--- config.mk ---
export PLATFORM = sky130hd
export DESIGN_NAME = mek_ctrl
export DESIGN_NICKNAME = d
export VERILOG_FILES = /design/src/design/mek_pkg.sv /design/src/design/mek_ctrl.sv
export SDC_FILE = /design/constraint.sdc
export NUM_CORES = 1
export LEC_CHECK = 0
export BUFFER_PORTS_ARGS = -buffer_cell sky130_fd_sc_hd__buf_2
export CAP_MARGIN = 20
export CORE_AREA = 10 10 47 49
export CTS_BUF_LIST = sky130_fd_sc_hd__clkbuf_4 sky130_fd_sc_hd__clkbuf_8 sky130_fd_sc_hd__clkbuf_16
export CTS_CLUSTER_DIAMETER = 50
export DETAILED_ROUTE_END_ITERATION = 7
export DIE_AREA = 0 0 57 59
export HOLD_SLACK_MARGIN = 0.12
export SLEW_MARGIN = 5
export SYNTH_ARGS = -nofsm -noshare
export SYNTH_HDL_FRONTEND = slang
export SYNTH_SLANG_ARGS = --single-unit
--- constraint.sdc ---
create_clock -name clk_i -period 1.8 [get_ports clk_i]
set_clock_uncertainty 0.05 [all_clocks]
set_input_delay 0.18 -clock clk_i [delete_from_list [all_inputs] [get_ports clk_i]]
set_output_delay 0.18 -clock clk_i [all_outputs]
set_load 0.03 [all_outputs]
--- src/design/mek_pkg.sv ---
// mek_pkg: shared types, constants and helpers of the max-flow unit.
// No dependencies; imported by mek_ctrl, mek_dp and max_flow_edmonds_karp_unit.
`default_nettype none
package mek_pkg;

  localparam int MAX_NODES_DEF = 64;
  localparam logic [19:0] PATH_CAP = 20'hfffff;

  // command codes carried on tuser
  localparam logic [1:0] CMD_ADD   = 2'd0;
  localparam logic [1:0] CMD_RUN   = 2'd1;
  localparam logic [1:0] CMD_CLEAR = 2'd2;

  // register indexes (paddr[3:2])
  localparam logic [1:0] REG_SOURCE = 2'd0;
  localparam logic [1:0] REG_SINK   = 2'd1;
  localparam logic [1:0] REG_COUNT  = 2'd2;

  typedef enum logic [3:0] {
    ST_IDLE, ST_ADD_RD, ST_ADD_WR, ST_CLR, ST_BFS_INIT, ST_POP, ST_POP_W, ST_SCAN,
    ST_MIN_P, ST_MIN_PW, ST_MIN_R, ST_UPD_P, ST_UPD_PW, ST_UPD_F, ST_UPD_B, ST_FINISH
  } mek_state_e;

  typedef enum logic [3:0] {
    OP_ACCEPT, OP_ADD_RD, OP_ADD_WR, OP_CLR, OP_BFS_INIT, OP_POP, OP_POP_W, OP_SCAN,
    OP_WALK_P, OP_PW, OP_MIN_R, OP_UPD_F, OP_UPD_B, OP_FINISH
  } mek_op_e;

  typedef struct packed {
    logic       in_acc;
    logic [1:0] cmd;
    logic       add_ok;
    logic       run_ok;
    logic       clr_last;
    logic       q_empty;
    logic       dst_vis;
    logic       u_is_dst;
    logic       scan_done;
    logic       p_is_src;
    logic       out_free;
  } mek_status_t;

  function automatic logic [31:0] sat_add(input logic [31:0] a, input logic [31:0] b);
    logic [32:0] s;
    s = {1'b0, a} + {1'b0, b};
    return s[32] ? 32'hffffffff : s[31:0];
  endfunction

endpackage
`default_nettype wire

--- src/design/mek_ctrl.sv ---
// mek_ctrl: sequencer of the max-flow unit (add, clear, search, augment).
// Depends on mek_pkg; drives mek_dp through one op code per state.
`default_nettype none
module mek_ctrl
  import mek_pkg::*;
(
  input  wire         clk_i,
  input  wire         rst_ni,
  input  mek_status_t status_i,
  output mek_op_e     op_o
);

  mek_state_e state_q, state_d;

  // next state
  always_comb begin
    state_d = state_q;
    case (state_q)
      ST_IDLE: begin
        if (status_i.in_acc) begin
          case (status_i.cmd)
            CMD_ADD:   state_d = status_i.add_ok ? ST_ADD_RD : ST_IDLE;
            CMD_RUN:   state_d = status_i.run_ok ? ST_BFS_INIT : ST_FINISH;
            CMD_CLEAR: state_d = ST_CLR;
            default:   state_d = ST_IDLE;
          endcase
        end
      end
      ST_ADD_RD:   state_d = ST_ADD_WR;
      ST_ADD_WR:   state_d = ST_IDLE;
      ST_CLR:      state_d = status_i.clr_last ? ST_IDLE : ST_CLR;
      ST_BFS_INIT: state_d = ST_POP;
      ST_POP: begin
        if (status_i.q_empty) state_d = status_i.dst_vis ? ST_MIN_P : ST_FINISH;
        else state_d = ST_POP_W;
      end
      ST_POP_W:    state_d = status_i.u_is_dst ? ST_MIN_P : ST_SCAN;
      ST_SCAN:     state_d = status_i.scan_done ? ST_POP : ST_SCAN;
      ST_MIN_P:    state_d = ST_MIN_PW;
      ST_MIN_PW:   state_d = ST_MIN_R;
      ST_MIN_R:    state_d = status_i.p_is_src ? ST_UPD_P : ST_MIN_P;
      ST_UPD_P:    state_d = ST_UPD_PW;
      ST_UPD_PW:   state_d = ST_UPD_F;
      ST_UPD_F:    state_d = ST_UPD_B;
      ST_UPD_B:    state_d = status_i.p_is_src ? ST_BFS_INIT : ST_UPD_P;
      ST_FINISH:   state_d = status_i.out_free ? ST_IDLE : ST_FINISH;
      default:     state_d = ST_IDLE;
    endcase
  end

  // op per state
  always_comb begin
    case (state_q)
      ST_IDLE:     op_o = OP_ACCEPT;
      ST_ADD_RD:   op_o = OP_ADD_RD;
      ST_ADD_WR:   op_o = OP_ADD_WR;
      ST_CLR:      op_o = OP_CLR;
      ST_BFS_INIT: op_o = OP_BFS_INIT;
      ST_POP:      op_o = OP_POP;
      ST_POP_W:    op_o = OP_POP_W;
      ST_SCAN:     op_o = OP_SCAN;
      ST_MIN_P:    op_o = OP_WALK_P;
      ST_MIN_PW:   op_o = OP_PW;
      ST_MIN_R:    op_o = OP_MIN_R;
      ST_UPD_P:    op_o = OP_WALK_P;
      ST_UPD_PW:   op_o = OP_PW;
      ST_UPD_F:    op_o = OP_UPD_F;
      ST_UPD_B:    op_o = OP_UPD_B;
      ST_FINISH:   op_o = OP_FINISH;
      default:     op_o = OP_ACCEPT;
    endcase
  end

  // reset starts with a clearing pass over the matrix
  always_ff @(posedge clk_i or negedge rst_ni) begin
    if (!rst_ni) state_q <= ST_CLR;
    else state_q <= state_d;
  end

endmodule
`default_nettype wire

==> metrics <==
status finished clean; Initial DRC Count 3; unrepaired setup endpoints after global routing false; hold endpoint state_q[3]; TritonCTS clock tree done; Register-to-Register Path Depth 5; Starting Density 33.2%; mapped cell area 465 sq um; worst rel slew slack 67.9%; crit path DAT 1.46 ns; Worst Setup End Kind output port; Mapped Cells 59; GPL Wtd Cong 0.761; worst reg-to-reg setup slack 0.21 ns; Slew Viols, Final 0; Core Rows 14; Tmin final 1.69 ns; Vias 502; Primary FF master, synth dfstp_2; Storage cell area 106 sq um; port bufs 17; Die Y 59 microns; share of cells above drive strength 1 39.2%; Chip Width 57 microns; final WL 1.32 mm; Filler cells 162; max-capacitance violation count 0; post-synth cell types 35; IO Pins 18; initial antenna violation count 0; HPWL Detailed 1.03 mm; peak supply drop 0.678 mV; Final WS setup 0.114 ns; clock-pin slew on the worst setup and hold paths 0.03 ns; maximum clock rate 0.593 GHz; hold path cells 2; DP Worst Slack 0.224 ns; actual slew at the worst max-slew pin 0.475 ns; Setup TNS 0 ns; Sink Count 4; final worst-path cycle share 93.6%; Pwr Density 1760 nW/um^2; H-tree depth 1; hold slack 0.136 ns; post-synth net total 73; vias in the first global route 529; antenna cells 0; origin of the worst min-delay path status_i[7]; area taken by multi-input logic gates 322 sq um; crit-path max FO 10; worst hold-check path type input pin to flop; Clock Latency Late Sink 0.25 ns; Setup-failing EPs final 0; synth cell count leaders nand2_1 (6), o21ai_0 (6), nor2_1 (5), buf_2 (4); synth warn 0; Critical Path Source Type flop; Leak Pwr 0.255 nW; area share of the leading cell type in the synthesized netlist 11.3%; DRT Pass-1 Iters 4; CTS Root Cell clkbuf_4; clock buffer depth 2; EDFF count, synth 0; r2r endpoint state_q[1]; Biggest register state_q; Core ar. 1400 sq um; Async SR Flop Fraction 100%; drt wl/cell 13.9 microns; drt via density 5.28; max reg flops 4; Final nets 95; Seq cells post-synth 4; die area 3360 sq um; CTS Buf Count 3; Top Registers state_q (4); top post-synthesis cells by area dfstp_2 (11%), dfrtp_1 (11%), o21ai_0 (6.5%), nand2_1 (4.8%), o31ai_4 (4.6%); Final Power 0.00107 W; Critical Path RT 1.57 ns; DRC viols 0; area leader, netlist dfstp_2; post-route antenna net violation count 0; r2r startpoint state_q[0]; part of the Yosys area used for sequential elements 22.0%; total gr overflow 0; Avg Synthesized Cell Area 7.89 sq um; first-pass GRT wire length 2.30 mm; area grow syn2layout 31.2%; largest net degree at the start of global routing 17; placed instance area 551 sq um; design area 611 sq um; Hold Violations, Final 0; total global-route track usage 8.61%; crit path kind flop to output port
stage by stage:
step | utilization (%) | cells
2_1_floorplan | - | 59
3_3_place_gp | 39.3 | 88
3_5_place_dp | 39.3 | 88
4_1_cts | 41.6 | 92
5_1_grt | 43.6 | 95
6_report | 43.6 | 95
cells by family after synthesis:
logic type	Yosys count	synth area share (%)
DFF	4	22.0
and+or+nand+nor	26	34.1
buffers and inverters	8	9.14
muxes	1	2.15
AOI/OAI and AO/OA	19	30.7
xor gates and xnor gates	1	1.88
timing repair:
item | 4_1_cts | 5_1_grt
buffers inserted | 0 | 3
setup endpoints to repair | 0 | 1
endpoints found under the hold margin | 4 | 0
resized for setup | 0 | 2
hold buffers | 1 | 0
layer usage:
metal / vias to the layer above / global-route usage, % / part of all wire (%)
li1: 257 / - / -
met1: 224 / 8.95 / 41
met2: 15 / 12.9 / 51
met3: 6 / 3.43 / 4.8
met4: 0 / 8.39 / 2.9
met5: - / 0 / 0
worst max-delay path by stage:
stage,slack (ns),startpoint,end,cells past startpoint
global placement,0.28,state_q[0],op_o[1],3
finish,0.11,state_q[0],op_o[1],3
CTS,0.006,state_q[0],op_o[1],3
floorplan,0.04,state_q[1],op_o[2],3
detailed placement,0.22,state_q[0],state_q[1],4
global route,0.01,state_q[1],op_o[2],4
layout make-up:
class	instances	share of cell area, %
clock buffers	3	3.69
inverters	2	1.23
multi-input cells	47	52.7
flip-flops and latches	4	17.4
well taps	16	3.28
repair buffers	23	21.7
placed cells by master, fill, tap and decap left out, types with 2 or more instances in the layout:
cell,n
buf_2,17
o21ai_0,6
nand2_1,6
nor2_1,5
buf_4,5
clkbuf_4,3
inv_1,2
a21oi_1,2
o2111ai_1,2
nand3b_1,2
dfrtp_1,2
power by group:
part	total [W]	switching [W]	internal (W)
Sequential	0.000252	0.0000920	0.000160
Combinational	0.000704	0.000393	0.000311
Clock	0.000116	0.0000412	0.0000748
critical path, cell delays in order, from the launching register on:
cell	delay, ns
dfstp_4	0.66
and2b_2	0.21
a32o_1	0.16
buf_2	0.19
Power figures use the tool's default switching activity.
